<file path="config.mk">
export PLATFORM = sky130hd
export DESIGN_NAME = fft_ram
export DESIGN_NICKNAME = d
export VERILOG_FILES = /design/src/sv/fft_ram.sv
export SDC_FILE = /design/constraint.sdc
export NUM_CORES = 1
export LEC_CHECK = 0
export BUFFER_PORTS_ARGS = -buffer_cell sky130_fd_sc_hd__buf_2
export CORE_MARGIN = 5
export CORE_UTILIZATION = 57
export CTS_BUF_LIST = sky130_fd_sc_hd__clkbuf_4
export DETAILED_ROUTE_END_ITERATION = 6
export GPL_TIMING_DRIVEN = 1
export PLACE_DENSITY_LB_ADDON = 0.1
export RECOVER_POWER = 100
export SLEW_MARGIN = 30
export SYNTH_ARGS = -nofsm -noshare
export SYNTH_HDL_FRONTEND = slang
export SYNTH_SLANG_ARGS = --single-unit
export TNS_END_PERCENT = 5
</file>
<file path="constraint.sdc">
create_clock -name clk_i -period 1.8 [get_ports clk_i]
set_input_delay 0.36 -clock clk_i [delete_from_list [all_inputs] [get_ports clk_i]]
set_output_delay 0.36 -clock clk_i [all_outputs]
set_load 0.005 [all_outputs]
</file>
<file path="src/sv/fft_ram.sv">
`default_nettype none
module fft_ram #(
  parameter int Width = 8,
  parameter int Depth = 16
) (
  input  wire logic                     clk_i,
  input  wire logic                     we_i,
  input  wire logic [$clog2(Depth)-1:0] waddr_i,
  input  wire logic [Width-1:0]         wdata_i,
  input  wire logic [$clog2(Depth)-1:0] raddr_i,
  output logic      [Width-1:0]         rdata_o
);
  logic [Width-1:0] mem [Depth];
  always_ff @(posedge clk_i) begin
    if (we_i) mem[waddr_i] <= wdata_i;
    rdata_o <= mem[raddr_i];
  end
endmodule
`default_nettype wire

</file>
# After elaboration in Yosys (flattened, before gate mapping)

Memory sizes are Yosys's and may differ from the RTL's. A register that Yosys moved wholly into a read port is not among the register bits.
Cells that the tools add are included.

Flip-flop bits (word level): 0
Bits in writable memories: 128
Input bits: 18
Output and inout bits: 8
Word-level logic and storage cells: 3
Memories kept: 1

Muxes and demuxes: 2

Memories:

| name | depth | bits a word | read ports | clocked after Yosys merged registers in | wr ports | line | source |
|---|---|---|---|---|---|---|---|
| mem  | 16    | 8           | 1          | 1                                       | 1        | 13   | `logic [Width-1:0] mem [Depth];` |

Operator list:

| cell             | number |
|---|---|
| 1-bit 2-to-1 mux | 2 |

# Depth between registers and ports, before layout

Depth after elaboration: 2
Gate-level depth with buffers: 5
Mapped depth without buffers: 3

# Least setup slack after synthesis

Ideal clock, no wire load.

Kind: input -> register
Start: input port waddr_i[2]
End: memory mem[0][0], enable pin
Library setup time: 0.383 ns
Arrival time: 1.470 ns
Setup slack: -0.053 ns
Cell stages on the path: 2
Path buffers: 0
Cells stage by stage: or3b_2 -> nor3_1

RTL lines:

| what            | line | source |
|---|---|---|
| start, declared | 8    | `input wire logic [$clog2(Depth)-1:0] waddr_i,` |
| end, declared   | 13   |  |

Straight into the memory's write port.

# Worst setup path after layout

Start: input port we_i
End: memory mem[0][5], enable pin

Longest elaborated chain between the ends: 2

RTL lines:

| what                                   | line | source |
|---|---|---|
| start, declared                        | 7    | `input wire logic we_i,` |
| 1-bit 2-to-1 mux                       | 15   | `if (we_i) mem[waddr_i] <= wdata_i;` |
| 1-bit 2-to-1 mux (not written as such) | 15   |  |

Every way passes these cells.

==> results_dict.tcl <==
set metrics [dict create \
    grt_pass1_wl_um 14000 \
    num_rows 34 \
    synth_top_cell_by_area "edfxtp_1" \
    switching_share_pct 22.3 \
    leakage_nw 1.86 \
    drc 0 \
    finalCritPeriodShare_pct 81.5 \
    cap_violations 0 \
    post_cts.repair.setup_buffers 0 \
    grt_max_degree 33 \
    areaGrowthSynthToFinish_pct 11.3 \
    drive_gt1_share_pct 22.9 \
    p_per_area_nw_per_um2 1010 \
    combPwrFrac_pct 5.4 \
    ys_warn_count 0 \
    core-area_um2 8760 \
    grt_pass1_vias 2511 \
    worstPathRequired_ns 1.93 \
    peakVddDrop_uv 549 \
    ys_ff_latch 136 \
    die_w_um 105 \
    p_seq_share_pct 61.4 \
    dr.pass1.iters 4 \
    cts_sinks 136 \
    layout_commonest_cell "edfxtp_1" \
    avgSynthCellArea_um2 22.5 \
    cts_buffer_depth 2 \
    setup_viol 0 \
    nNetsFinal 302 \
    start_kind "input port" \
    antenna_found_initial 0 \
    routedWlPerCell_um 21.8 \
    skew_ns 0.0153 \
    fp.dieH_um 105 \
    min_path_type "in -> reg" \
    worstPathArrival_ns 1.60 \
    cts_resized 0 \
    vias 2374 \
    seq_area_frac_synth_pct 77.8 \
    critPathCaptureType "flip-flop" \
    placedCellCount 373 \
    cts_tree "done" \
    path_clk_slew_ns 0.13 \
    slew_headroom_pct 50.4 \
    switching_power_w 0.00129 \
    holdBufCountCts 0 \
    rsz0062_at_grt "false" \
    final_cells 405 \
    synthTopCellsByArea "edfxtp_1 75%, mux4_2 7.9%, mux4_1 7.1%, dfxtp_1 3.1%, a22oi_1 2.3%" \
    utilization_pct 65.4 \
    die-area_um2 11000 \
    ant_nets 0 \
    grtUsageTotal_pct 17.3 \
    io_buffer_count 25 \
    io_pins 26 \
    yosys.cell_types.count 19 \
    wl_um 8830 \
    htree_levels 4 \
    fmax_mhz 681 \
    finalCriticalPeriod_ns 1.47 \
    clkLatencyLatePin_ns 0.50 \
    clkPwrFrac_pct 33.2 \
    syn_nets 247 \
    yosysTopAreaCellShare_pct 74.7 \
    overflow 0 \
    status "completed" \
    power.internal_w 0.00450 \
    syn_area_um2 5150 \
    drt_iter0_markers 81 \
    drv_slew 0 \
    crit_type "in -> reg" \
    cts_made_buffers 17 \
    start_util_pct 58.7 \
    crit_fanout 8 \
    place.gp.congestion 0.722 \
    tightestPinTransition_ns 0.742 \
    finalHoldViolCount 0 \
    clockRootBuffer "clkbuf_4" \
    synth_cells 229 \
    diodes 0 \
    mostFrequentLayoutCells "128 x edfxtp_1, 29 x clkbuf_1, 18 x mux4_2" \
    dpl.hpwl_um 5810 \
    via_per_inst 5.86 \
]
## flip-flops by register name (all words and copies together) (netlist names)
name,count
mem,128
rdata_o,8
## logic make-up after synthesis
group / synth area share (%)
flip-flops: 77.8
AND/OR/NAND/NOR: 3.18
multiplexers: 15.0
AO/OA/AOI/OAI: 2.33
buffers and inverters: 1.68
## worst max-delay path: stages
cell and delay, ns:
clkbuf_1 0.15, or3b_2 0.51, nor3_1 0.15, clkbuf_1 0.43
## synthesized netlist by cell type, drive strengths merged
cell             n
nand2            9
clkdlybuf4s25    3
and2b            1
mux4            32
dfxtp            8
nand3b           2
edfxtp         128
or3b             1
nor3             4
nand3            1
nand2b           2
and2             1
nor2b            1
nor2            13
a22oi           16
buf              7
## worst paths after layout
kind                                  from    endpoint  slack, ns  cells past startpoint
worst max-delay path                  we_i   mem[0][5]       0.33                      4
worst min-delay path            wdata_i[3]  mem[13][3]       0.35                      1
worst max register to register   mem[1][1]  rdata_o[1]       0.40                      3
worst min register to register  mem[15][3]  rdata_o[3]       0.67                      3
## routing by layer
layer	global-route usage, %	vias to the layer above	wire [um]
met1	24.3	1213	4000
met3	4.32	18	419
met4	6.48	0	146
li1	-	1083	-
met2	26.7	60	4260
met5	0	-	0
## stage by stage
step	power (W)	area, um2	hold slack [ns]	setup WS, ns	TNS (ns)
4_1_cts	0.00586	5810	0.179	0.416	0
5_1_grt	0.00600	5730	0.339	0.293	0
3_3_place_gp	0.00395	5530	0.649	-0.0308	-0.0308
3_5_place_dp	0.00396	5530	0.660	-0.0428	-0.0726
6_report	0.00579	5730	0.349	0.332	0
2_1_floorplan	0.00380	5150	0.459	0.174	0
## final cells by class
type,count,area (um2)
Sequential cell,136,4000
Fill cell,608,3030
Multi-Input combinational cell,83,1060
Timing Repair Buffer,46,254
Clock inverter,15,153
Tap cell,108,135
Clock buffer,17,128
## power groups by stage
stage / clock network [W] / registers, W / logic (W)
3_5_place_dp: 0 / 0.00363 / 0.000331
2_1_floorplan: 0 / 0.00362 / 0.000180
4_1_cts: 0.00198 / 0.00355 / 0.000331
6_report: 0.00192 / 0.00355 / 0.000315
5_1_grt: 0.00209 / 0.00356 / 0.000347
3_3_place_gp: 0 / 0.00362 / 0.000323
Note: power is estimated with default switching activity, not from simulation.
